## config.mk

```make
export PLATFORM = sky130hd
export DESIGN_NAME = source_line_classifier_core
export DESIGN_NICKNAME = d
export VERILOG_FILES = /design/src/slc_pkg.sv /design/src/source_line_classifier_core.sv
export SDC_FILE = /design/constraint.sdc
export NUM_CORES = 1
export LEC_CHECK = 0
export ABC_AREA = 1
export BUFFER_PORTS_ARGS = -buffer_cell sky130_fd_sc_hd__clkbuf_2
export CAP_MARGIN = 20
export CORE_ASPECT_RATIO = 2
export CORE_MARGIN = 4
export CORE_UTILIZATION = 60
export CTS_CLUSTER_SIZE = 24
export DETAILED_ROUTE_END_ITERATION = 10
export HOLD_SLACK_MARGIN = 0.03
export PLACE_DENSITY_LB_ADDON = 0.3
export SYNTH_ARGS = -nofsm -noshare
export SYNTH_HDL_FRONTEND = slang
export SYNTH_SLANG_ARGS = --single-unit
```

## constraint.sdc

```tcl
create_clock -name clock -period 4.1 [get_ports clock]
set_clock_uncertainty 0.05 [all_clocks]
set_input_delay 0.615 -clock clock [delete_from_list [all_inputs] [get_ports clock]]
set_output_delay 0.615 -clock clock [all_outputs]
set_load 0.005 [all_outputs]
```

## src/slc_pkg.sv

```systemverilog
// shared constants and types for the source line classifier
`timescale 1ns / 1ps

package slc_pkg;

   // configuration register indexes
   localparam logic [2:0] CSR_COMMENTS_ENABLED = 3'd0;
   localparam logic [2:0] CSR_LINE_MARKER      = 3'd1;
   localparam logic [2:0] CSR_LINE_MARKER_LEN  = 3'd2;
   localparam logic [2:0] CSR_OPEN_MARKER      = 3'd3;
   localparam logic [2:0] CSR_OPEN_MARKER_LEN  = 3'd4;
   localparam logic [2:0] CSR_CLOSE_MARKER     = 3'd5;
   localparam logic [2:0] CSR_CLOSE_MARKER_LEN = 3'd6;

   localparam int CSR_INDEX_W  = 3;
   localparam int CSR_DATA_W   = 32;
   localparam int MARKER_W     = 32;
   localparam int MARKER_LEN_W = 3;
   localparam int MARKER_REG_BYTES = 4;
   localparam int OUT_W        = 32;
   localparam int LINE_LEN_W   = 16;

   localparam logic [7:0] NEWLINE = 8'd10;
   localparam logic [LINE_LEN_W-1:0] LINE_LEN_MAX = '1;

   typedef logic [1:0] mode_type;
   localparam mode_type MODE_REGULAR = 2'd0;
   localparam mode_type MODE_LINE    = 2'd1;
   localparam mode_type MODE_BLOCK   = 2'd2;

endpackage

```

## src/source_line_classifier_core.sv

```systemverilog
// source line classifier: marker detection, line sorting and running counts
//
//  channel | direction | handshake              | payload
//  --------+-----------+------------------------+---------------------------------
//  req     | in        | req_valid / req_stall  | req_text_byte (one byte a word)
//  rsp     | out       | rsp_valid / rsp_stall  | five running counts, 32 bits each
//  csr     | in        | csr_write_enable       | csr_index, csr_write_data
//
// one word a cycle sustained while rsp_stall does not hold the result; a byte is
// held in the input register, then its result is registered in the count registers
// the count registers themselves form the result register; they move only when
// the held result is taken or none is held, so a stalled result stays put
// reset is synchronous and clears control state, configuration registers and counts
// the single-cycle path is the marker compare plus one saturating add
`timescale 1ns / 1ps

module source_line_classifier_core #(
   parameter int MARKER_BYTES = 4,
   parameter int COUNT_WIDTH  = 32
) (
   input  logic                                clock,
   input  logic                                reset,
   // byte input
   input  logic                                req_valid,
   output logic                                req_stall,
   input  logic [7:0]                          req_text_byte,
   // running counts
   output logic                                rsp_valid,
   input  logic                                rsp_stall,
   output logic [slc_pkg::OUT_W-1:0]           rsp_total_lines,
   output logic [slc_pkg::OUT_W-1:0]           rsp_empty_lines,
   output logic [slc_pkg::OUT_W-1:0]           rsp_code_lines,
   output logic [slc_pkg::OUT_W-1:0]           rsp_comment_lines,
   output logic [slc_pkg::OUT_W-1:0]           rsp_length_sum,
   // configuration writes
   input  logic                                csr_write_enable,
   input  logic [slc_pkg::CSR_INDEX_W-1:0]     csr_index,
   input  logic [slc_pkg::CSR_DATA_W-1:0]      csr_write_data
);

   // candidate length runs up to MARKER_BYTES + 1
   localparam int LEN_W   = $clog2(MARKER_BYTES + 2);
   localparam int CAND_W  = 8 * MARKER_BYTES;
   localparam int PAD_BYTES = (MARKER_BYTES > slc_pkg::MARKER_REG_BYTES) ?
                              MARKER_BYTES : slc_pkg::MARKER_REG_BYTES;
   localparam int PAD_W   = 8 * PAD_BYTES;
   localparam int SUM_W   = ((COUNT_WIDTH > slc_pkg::LINE_LEN_W) ?
                             COUNT_WIDTH : slc_pkg::LINE_LEN_W) + 1;
   localparam logic [COUNT_WIDTH-1:0] COUNT_MAX = '1;
   localparam logic [LEN_W-1:0]       MB_LEN    = LEN_W'(MARKER_BYTES);

   // configuration registers
   logic                                comments_enabled_ff;
   logic [slc_pkg::MARKER_W-1:0]        line_marker_ff;
   logic [slc_pkg::MARKER_LEN_W-1:0]    line_marker_len_ff;
   logic [slc_pkg::MARKER_W-1:0]        open_marker_ff;
   logic [slc_pkg::MARKER_LEN_W-1:0]    open_marker_len_ff;
   logic [slc_pkg::MARKER_W-1:0]        close_marker_ff;
   logic [slc_pkg::MARKER_LEN_W-1:0]    close_marker_len_ff;

   // input register
   logic                                byte_valid_ff, byte_valid_in;
   logic [7:0]                          byte_ff;

   // classifier state
   slc_pkg::mode_type                   mode_ff, mode_in;
   logic                                checking_ff, checking_in;
   logic [CAND_W-1:0]                   cand_bytes_ff, cand_bytes_in;
   logic [LEN_W-1:0]                    cand_len_ff, cand_len_in;
   logic                                after_close_ff, after_close_in;
   logic [slc_pkg::LINE_LEN_W-1:0]      line_length_ff, line_length_in;

   // running counts, also the result register
   logic [COUNT_WIDTH-1:0]              total_ff, total_in;
   logic [COUNT_WIDTH-1:0]              empty_ff, empty_in;
   logic [COUNT_WIDTH-1:0]              code_ff, code_in;
   logic [COUNT_WIDTH-1:0]              comment_ff, comment_in;
   logic [COUNT_WIDTH-1:0]              sum_ff, sum_in;
   logic                                rsp_valid_ff, rsp_valid_in;

   logic                                advance;
   logic                                req_accept;

   // marker length limited to the buffer depth
   function automatic logic [LEN_W-1:0] eff_len(input logic [slc_pkg::MARKER_LEN_W-1:0] len);
      logic [LEN_W+slc_pkg::MARKER_LEN_W-1:0] wide;
      begin
         wide = (LEN_W + slc_pkg::MARKER_LEN_W)'(len);
         if (wide > (LEN_W + slc_pkg::MARKER_LEN_W)'(MARKER_BYTES)) begin
            eff_len = MB_LEN;
         end else begin
            eff_len = wide[LEN_W-1:0];
         end
      end
   endfunction

   // marker bytes past the register read as zero
   function automatic logic [PAD_W-1:0] pad_marker(input logic [slc_pkg::MARKER_W-1:0] m);
      pad_marker = PAD_W'(m);
   endfunction

   function automatic logic [7:0] first_byte(input logic [slc_pkg::MARKER_W-1:0] m,
                                             input logic [LEN_W-1:0] n);
      first_byte = (n == '0) ? 8'd0 : m[7:0];
   endfunction

   function automatic logic cand_eq(input logic [CAND_W-1:0] bytes,
                                    input logic [LEN_W-1:0] len,
                                    input logic [PAD_W-1:0] m,
                                    input logic [LEN_W-1:0] n);
      logic eq;
      begin
         eq = (len == n) && (n != '0);
         for (int i = 0; i < MARKER_BYTES; i++) begin
            if (LEN_W'(i) < n && bytes[8*i +: 8] != m[8*i +: 8]) begin
               eq = 1'b0;
            end
         end
         cand_eq = eq;
      end
   endfunction

   function automatic logic [COUNT_WIDTH-1:0] sat_add(input logic [COUNT_WIDTH-1:0] v,
                                                     input logic [SUM_W-1:0] by);
      logic [SUM_W-1:0] s;
      begin
         s = SUM_W'(v) + by;
         if (s > SUM_W'(COUNT_MAX)) begin
            sat_add = COUNT_MAX;
         end else begin
            sat_add = s[COUNT_WIDTH-1:0];
         end
      end
   endfunction

   function automatic logic [slc_pkg::OUT_W-1:0] to_out(input logic [COUNT_WIDTH-1:0] v);
      logic [COUNT_WIDTH+slc_pkg::OUT_W-1:0] w;
      begin
         w = (COUNT_WIDTH + slc_pkg::OUT_W)'(v);
         to_out = w[slc_pkg::OUT_W-1:0];
      end
   endfunction

   // handshake: the held byte moves on when no result waits or it is taken
   assign advance    = byte_valid_ff && (!rsp_valid_ff || !rsp_stall);
   assign req_stall  = byte_valid_ff && !advance;
   assign req_accept = req_valid && !req_stall;

   always_comb begin
      byte_valid_in = (byte_valid_ff && !advance) || req_accept;
      rsp_valid_in  = advance || (rsp_valid_ff && rsp_stall);
   end

   // classification of the held byte
   logic                   en;
   logic                   is_newline;
   logic [LEN_W-1:0]       line_len_eff, open_len_eff, close_len_eff, longest;
   logic                   start;
   logic                   push;
   logic [LEN_W-1:0]       push_len;
   logic [CAND_W-1:0]      bytes_pushed;
   logic [LEN_W-1:0]       len_pushed;
   logic                   hit_line, hit_open, hit_close;
   logic [slc_pkg::LINE_LEN_W-1:0] line_grown;

   always_comb begin
      en            = comments_enabled_ff;
      is_newline    = (byte_ff == slc_pkg::NEWLINE);
      line_len_eff  = eff_len(line_marker_len_ff);
      open_len_eff  = eff_len(open_marker_len_ff);
      close_len_eff = eff_len(close_marker_len_ff);

      longest = line_len_eff;
      if (open_len_eff > longest) begin
         longest = open_len_eff;
      end
      if (close_len_eff > longest) begin
         longest = close_len_eff;
      end

      // a new candidate opens on the first byte of any marker
      start = en && !checking_ff && !is_newline &&
              (byte_ff == first_byte(line_marker_ff, line_len_eff) ||
               byte_ff == first_byte(open_marker_ff, open_len_eff) ||
               byte_ff == first_byte(close_marker_ff, close_len_eff));
      push     = checking_ff || start;
      push_len = checking_ff ? cand_len_ff : '0;

      bytes_pushed = cand_bytes_ff;
      for (int i = 0; i < MARKER_BYTES; i++) begin
         if (push && push_len == LEN_W'(i)) begin
            bytes_pushed[8*i +: 8] = byte_ff;
         end
      end
      len_pushed = push_len;
      if (push && push_len <= MB_LEN) begin
         len_pushed = push_len + LEN_W'(1);
      end

      hit_line  = push && cand_eq(bytes_pushed, len_pushed,
                                  pad_marker(line_marker_ff), line_len_eff);
      hit_open  = push && cand_eq(bytes_pushed, len_pushed,
                                  pad_marker(open_marker_ff), open_len_eff);
      hit_close = push && cand_eq(bytes_pushed, len_pushed,
                                  pad_marker(close_marker_ff), close_len_eff);

      line_grown = (line_length_ff == slc_pkg::LINE_LEN_MAX) ? line_length_ff :
                   line_length_ff + slc_pkg::LINE_LEN_W'(1);

      // defaults: mode, line length and counts hold; the candidate takes the pushed byte
      mode_in        = mode_ff;
      checking_in    = push;
      cand_bytes_in  = bytes_pushed;
      cand_len_in    = len_pushed;
      after_close_in = after_close_ff;
      line_length_in = line_length_ff;
      total_in       = total_ff;
      empty_in       = empty_ff;
      code_in        = code_ff;
      comment_in     = comment_ff;
      sum_in         = sum_ff;

      if (is_newline) begin
         // newline joins an open candidate but never matches or drops it
         total_in = sat_add(total_ff, SUM_W'(1));
         if (line_length_ff == '0) begin
            empty_in = sat_add(empty_ff, SUM_W'(1));
         end
         if (en && mode_ff == slc_pkg::MODE_REGULAR) begin
            code_in = sat_add(code_ff, SUM_W'(1));
         end
         if (en && (mode_ff == slc_pkg::MODE_LINE || mode_ff == slc_pkg::MODE_BLOCK ||
                    after_close_ff)) begin
            if (mode_ff == slc_pkg::MODE_LINE) begin
               mode_in = slc_pkg::MODE_REGULAR;
            end
            comment_in = sat_add(comment_ff, SUM_W'(1));
         end
         sum_in         = sat_add(sum_ff, SUM_W'(line_length_ff));
         line_length_in = '0;
      end else if (hit_line) begin
         mode_in        = slc_pkg::MODE_LINE;
         checking_in    = 1'b0;
         cand_len_in    = '0;
         after_close_in = 1'b0;
         line_length_in = line_grown;
      end else if (hit_open) begin
         mode_in        = slc_pkg::MODE_BLOCK;
         checking_in    = 1'b0;
         cand_len_in    = '0;
         after_close_in = 1'b0;
         line_length_in = line_grown;
      end else if (hit_close) begin
         // closing byte still counts toward the line
         mode_in        = slc_pkg::MODE_REGULAR;
         checking_in    = 1'b0;
         cand_len_in    = '0;
         after_close_in = 1'b1;
         line_length_in = line_grown;
      end else begin
         // drop a candidate that outgrew every marker
         if (en && len_pushed > longest) begin
            checking_in = 1'b0;
            cand_len_in = '0;
         end
         after_close_in = 1'b0;
         line_length_in = line_grown;
      end
   end

   // configuration registers
   always_ff @(posedge clock) begin
      if (reset) begin
         comments_enabled_ff <= 1'b0;
         line_marker_ff      <= '0;
         line_marker_len_ff  <= '0;
         open_marker_ff      <= '0;
         open_marker_len_ff  <= '0;
         close_marker_ff     <= '0;
         close_marker_len_ff <= '0;
      end else if (csr_write_enable) begin
         case (csr_index)
            slc_pkg::CSR_COMMENTS_ENABLED: begin
               comments_enabled_ff <= csr_write_data[0];
            end
            slc_pkg::CSR_LINE_MARKER: begin
               line_marker_ff <= csr_write_data;
            end
            slc_pkg::CSR_LINE_MARKER_LEN: begin
               line_marker_len_ff <= csr_write_data[slc_pkg::MARKER_LEN_W-1:0];
            end
            slc_pkg::CSR_OPEN_MARKER: begin
               open_marker_ff <= csr_write_data;
            end
            slc_pkg::CSR_OPEN_MARKER_LEN: begin
               open_marker_len_ff <= csr_write_data[slc_pkg::MARKER_LEN_W-1:0];
            end
            slc_pkg::CSR_CLOSE_MARKER: begin
               close_marker_ff <= csr_write_data;
            end
            slc_pkg::CSR_CLOSE_MARKER_LEN: begin
               close_marker_len_ff <= csr_write_data[slc_pkg::MARKER_LEN_W-1:0];
            end
            default: begin
            end
         endcase
      end
   end

   // input register: payload needs no reset
   always_ff @(posedge clock) begin
      if (req_accept) begin
         byte_ff <= req_text_byte;
      end
   end

   // candidate bytes are payload, only bytes below the length are compared
   always_ff @(posedge clock) begin
      if (advance) begin
         cand_bytes_ff <= cand_bytes_in;
      end
   end

   // control state and counts
   always_ff @(posedge clock) begin
      if (reset) begin
         byte_valid_ff  <= 1'b0;
         rsp_valid_ff   <= 1'b0;
         mode_ff        <= slc_pkg::MODE_REGULAR;
         checking_ff    <= 1'b0;
         cand_len_ff    <= '0;
         after_close_ff <= 1'b0;
         line_length_ff <= '0;
         total_ff       <= '0;
         empty_ff       <= '0;
         code_ff        <= '0;
         comment_ff     <= '0;
         sum_ff         <= '0;
      end else begin
         byte_valid_ff <= byte_valid_in;
         rsp_valid_ff  <= rsp_valid_in;
         if (advance) begin
            mode_ff        <= mode_in;
            checking_ff    <= checking_in;
            cand_len_ff    <= cand_len_in;
            after_close_ff <= after_close_in;
            line_length_ff <= line_length_in;
            total_ff       <= total_in;
            empty_ff       <= empty_in;
            code_ff        <= code_in;
            comment_ff     <= comment_in;
            sum_ff         <= sum_in;
         end
      end
   end

   // counts leave in their low 32 bits
   assign rsp_valid         = rsp_valid_ff;
   assign rsp_total_lines   = to_out(total_ff);
   assign rsp_empty_lines   = to_out(empty_ff);
   assign rsp_code_lines    = to_out(code_ff);
   assign rsp_comment_lines = to_out(comment_ff);
   assign rsp_length_sum    = to_out(sum_ff);

endmodule
```

# [After elaboration in Yosys (flattened, before gate mapping)]
# Index checks and enable logic that the tools add are counted.
[word_totals] reg_bits=331 inputBits=48 wordCells=211
[classes] n_addsub=7 n_lt_le_gt_ge=24 eq_ne=34 mux=52 bitwise=1 n_reduce_logical=72
[ops] op="33-bit by 32-bit greater-than comparator with 1-bit output, second input constant" n=5
[ops] op="32-bit 2-to-1 mux" n=5
[ops] op="32-bit by 1-bit adder with 33-bit output, second input constant" n=4
[ops] op="8-bit inequality test" n=12
[ops] op="8-bit 2-to-1 mux" n=7
[ops] op="3-bit 2-to-1 mux" n=12
[ops] op="32-bit by 16-bit adder with 33-bit output" n=1
[ops] op="1-bit logical AND" n=33
[ops] op="16-bit 2-to-1 mux" n=2
[ops] op="8-bit equality test" n=3
[ops] op="1-bit 2-to-1 mux" n=20
[ops] op="2-bit AND reduction" n=10
[ops] op="1-bit by 3-bit less-than comparator with 1-bit output, first input constant" n=6
[ops] op="2-bit by 3-bit less-than comparator with 1-bit output, first input constant" n=6
[ops] op="16-bit by 1-bit adder with 16-bit output, second input constant" n=1
[ops] op="16-bit equality test, second input constant" n=1
[ops] op="16-bit zero test" n=1
[ops] op="3-bit zero test" n=5
[ops] op="3-bit by 2-bit equality test with 1-bit output, second input constant" n=4
[ops] op="2-bit 2-to-1 mux" n=6
[ops] op="3-bit equality test" n=3
[ops] op="3-bit equality test, second input constant" n=3
[ops] op="3-bit greater-than comparator" n=3
[ops] op="3-bit greater-than comparator, second input constant" n=3
[ops] op="16 further kinds" n=34

# [Longest topological paths before layout]
[logic_depth] ltp_word=22 ltp_mapped=32

# [Worst setup path after synthesis]
# No wires, ideal clock.
[synth_path] path_type="input -> register" from="input port rsp_stall" to="register line_length_ff[15] (netlist bit)" setup_time_ns=0.119 arrival_time_ns=3.176 t_required_ns=3.931 path_slack_ns=0.754 cell_stages=16 path_buffers=0 cell_sequence="nand2_1 nand2_1 inv_1 o21ai_0 inv_1 nand4_1 nor3_1 nand2_1 nor2_1 nand2_1 nor2_1 nand3_1 nor2_1 nand2_1 o21ai_0 a21oi_1"
[synth_via] elab_chain_cells=4
[synth_lines] element="start, declared" line_no="source_line_classifier_core.sv:29" rtl="input logic rsp_stall,"
[synth_lines] element="1-bit zero test" line_no="source_line_classifier_core.sv:145" rtl="assign advance = byte_valid_ff && (!rsp_valid_ff || !rsp_stall);"
[synth_lines] element="1-bit logical OR" line_no="source_line_classifier_core.sv:145"
[synth_lines] element="1-bit logical AND" line_no="source_line_classifier_core.sv:145"
[synth_lines] element="net advance" line_no="source_line_classifier_core.sv:81" rtl="logic advance;"
[synth_lines] element="2-bit AND reduction (no line)"
[synth_lines] element="end signal, assigned" line_no="source_line_classifier_core.sv:347" rtl="line_length_ff <= line_length_in;"
[synth_lines] element="end, declared" line_no="source_line_classifier_core.sv:71" rtl="logic [slc_pkg::LINE_LEN_W-1:0] line_length_ff, line_length_in;"
# The timed path passes the listed nets, and every way through them passes these cells.
# A chain may end at the register's enable or synchronous reset.

# [Worst setup path after layout]
[layout_path] from="register code_ff[0] (netlist: rsp_code_lines[0])" to="register code_ff[16] (netlist: rsp_code_lines[16])"
[layout_via] elab_chain_cells=3
[layout_lines] element="start, declared" line_no="source_line_classifier_core.sv:76" rtl="logic [COUNT_WIDTH-1:0] code_ff, code_in;"
[layout_lines] element="start signal, assigned" line_no="source_line_classifier_core.sv:350" rtl="code_ff <= code_in;"
[layout_lines] element="32-bit by 1-bit adder with 33-bit output (*)" line_no="source_line_classifier_core.sv:127" rtl="s = SUM_W'(v) + by;"
[layout_lines] element="33-bit by 32-bit greater-than comparator with 1-bit output" line_no="source_line_classifier_core.sv:128" rtl="if (s > SUM_W'(COUNT_MAX)) begin"
[layout_lines] element="32-bit 2-to-1 mux (*)" line_no="source_line_classifier_core.sv:128"
# Every way passes the cells marked *; elsewhere a longest branch is shown, timed or not.

==> impl_metrics.json <==
{
  "grt_start_max_net_pins": 96,
  "drt_wl_total_um": 63600,
  "p_leak_uw": 0.0101,
  "synthTopCellsByArea": "dfxtp_1 (29%), nand2_1 (11%), inv_1 (8.0%)",
  "synth.most_common_cell": "nand2_1",
  "grt_pass1_wl_um": 101000,
  "post_drt_wl_per_cell_um": 17.8,
  "startpoint": "rsp_code_lines[0]",
  "synthArstFlopShare_pct": 0,
  "instances_no_fill": 3569,
  "ys_types": 62,
  "syn_avg_cell_area_um2": 6.92,
  "antenna_found_initial": 2,
  "antenna_left": 0,
  "crit_path_start_kind": "flop",
  "h-tree-depth": 2,
  "syn-cell-area_um2": 20200,
  "place_congestion": 1.04,
  "synthTopCellsByCount": "nand2_1 (597), inv_1 (429), dfxtp_1 (291)",
  "initial_core_util_pct": 61.0,
  "grt.total_usage_pct": 33.9,
  "holdBufCountCts": 0,
  "status": "completed",
  "nets": 3204,
  "cts_buffer_depth": 3,
  "hp-class": "in -> reg",
  "power_uw": 6890,
  "yosysTopAreaCell": "dfxtp_1",
  "cp_data_required_time_ps": 4470,
  "r2r_setup_slack_ps": 370,
  "min_period_ps": 3730,
  "clk_latency_ps": 530,
  "yosys_warnings": 0,
  "slew-limit-headroom_pct": 44.8,
  "grt_pass1_vias": 20345,
  "final-max-slew-violation-count": 0,
  "hpwl_um": 47300,
  "dpl.cell_count": 3503,
  "r2r_start": "rsp_code_lines[0]",
  "n_fill_cell": 2871,
  "tns_ps": 0,
  "via_per_inst": 5.76,
  "synth_nets": 3014,
  "cts_buffers": 34,
  "drt-initial-drc-count": 1323,
  "drive_gt1_share_pct": 15.8,
  "ys_ff_latch": 331,
  "critPathKind": "reg -> reg",
  "finalCritPeriodShare_pct": 91.0,
  "arrival_ps": 4090,
  "syn_to_final_growth_pct": 13.0,
  "num_vias": 20565,
  "critPathCapture": "rsp_code_lines[16]",
  "overflow": 0,
  "cts_sinks": 331,
  "first_pass_iters": 7,
  "ir_worst_vdd_mv": 0.355,
  "syn_inst": 2923,
  "cp-end-kind": "flop",
  "cts_tree": "built",
  "cap_violations": 0,
  "tightest_slew_ps": 821,
  "hold_viol_final": 0,
  "r2r_end": "rsp_code_lines[16]",
  "synth_edf_count": 40,
  "setup_viol": 0,
  "die_h_um": 268,
  "reg2regPathDepth": 22,
  "portBuffers": 209,
  "path_clk_slew_ps": 70,
  "die-area_um2": 36900,
  "path_max_fanout": 15,
  "rows": 94,
  "die_w_um": 138,
  "ys_seq_area_share_pct": 34.7,
  "coreArea_um2": 33200,
  "drcViolationCount": 0,
  "p_per_area_nw_per_um2": 301,
  "root_buffer": "clkbuf_16",
  "max_freq_ghz": 0.268,
  "grt_setup_unrepaired": "false",
  "ios": 210,
  "synth-main-ff-cell": "dfxtp_1",
  "netlist.area_leader.share_pct": 28.8
}
metal layers:
layer / vias to the layer above / part of all wire [%] / global-route usage, %
met2: 875 / 52 / 62.2
met5: - / 0 / 0
met1: 9478 / 33 / 32.7
met3: 282 / 6.9 / 6.92
met4: 0 / 8.4 / 24.1
li1: 9930 / - / -
power by group:
part | internal, uW | switching, uW
clock network | 1780 | 1340
registers | 3330 | 39.4
logic | 123 | 289
total | 5220 | 1670
critical path, cell delays in order (launching register included):
cell and delay (ps):
dfxtp_1 410, ha_1 210, nand2_1 80, nor2_2 140, nand3_2 110, or2_4 270, nor2_2 90, nand2_2 90
nor2_4 120, nand2_2 90, nor3_4 170, nand3_2 190, nor2_4 170, nand2_4 90, nor2_4 110, xor2_1 240
nor3_1 80, and2_0 180, nand4_1 140, o21ai_4 190, buf_16 220, o21ai_2 110, inv_1 50
kinds of logic after synthesis:
family                   after synthesis  share of synthesized area (%)
AO/OA/AOI/OAI                        623                           17.8
XOR/XNOR                             140                           6.06
adder cells (fa/ha/maj)               43                           2.70
buffers and inverters                557                           11.1
flip-flops                           331                           34.7
AND/OR/NAND/NOR                     1229                           27.6
cells in the final DEF (no fill, tap or decap), types with 8 or more instances in the layout:
cell       netlist  final
nor2_2          13     14
nor3_2          11     12
a31oi_1         32     32
o21ai_0        242    240
xor2_1         115    115
nand3_1        201    200
nor4_1          27     27
nand3_2         11     12
ha_1            42     42
xnor2_1         25     25
inv_2            9      8
inv_1          429    428
nand4_1         44     44
dfxtp_1        291    290
o21ai_2         29     28
nand2_2         29     29
nor3_1          48     47
nor2_1         204    202
nand2_1        597    597
clkbuf_2         0    209
a21oi_2         30     30
o211ai_1        22     22
a21oi_1        218    218
o31ai_1         17     17
edfxtp_1        40     40
clkbuf_16        0     36
buf_4            1     58
worst min path at each step:
stage | cells after the start | from | endpoint
floorplan | 2 | mode_ff[1] | mode_ff[1]
global placement | 2 | mode_ff[1] | mode_ff[1]
detailed placement | 2 | line_marker_ff[26] | line_marker_ff[26]
CTS | 1 | req_text_byte[0] | byte_ff[0]
global route | 1 | req_text_byte[1] | byte_ff[1]
finish | 1 | req_text_byte[1] | byte_ff[1]
metrics by stage:
step	utilization (%)	hold WS (ps)	cell area (um2)	setup WS [ps]
2_1_floorplan	-	390	20200	754
3_3_place_gp	65.4	401	21700	273
3_5_place_dp	65.4	413	21700	73.4
4_1_cts	68.7	208	22800	65.9
5_1_grt	68.9	214	22900	22.0
6_report	68.9	223	22900	371
sequential cells by signal, summed over array words and instances (netlist names), 8 cells and up:
name               cells
rsp_code_lines        32
cand_bytes_ff         32
rsp_total_lines       32
byte_ff                8
open_marker_ff        32
close_marker_ff       32
rsp_length_sum        32
line_marker_ff        32
rsp_empty_lines       32
line_length_ff        16
rsp_comment_lines     32
final cells by class:
class	count	area, um2	share of cell area, %
Clock inverter	10	81.3	0.356
Multi-Input combinational cell	2035	11000	48.1
Timing Repair Buffer	270	1550	6.77
Antenna cell	2	5.00	0.0219
Inverter	441	1660	7.26
Tap cell	432	541	2.36
Clock buffer	48	1010	4.40
Sequential cell	331	7030	30.7
timing repair:
| action | 4_1_cts | 5_1_grt |
|---|---|---|
| gates resized for setup | 0 | 5 |
| setup endpoints to repair | 0 | 28 |
| setup buffers | 0 | 5 |
No activity file was read; power rests on OpenSTA's default activity.
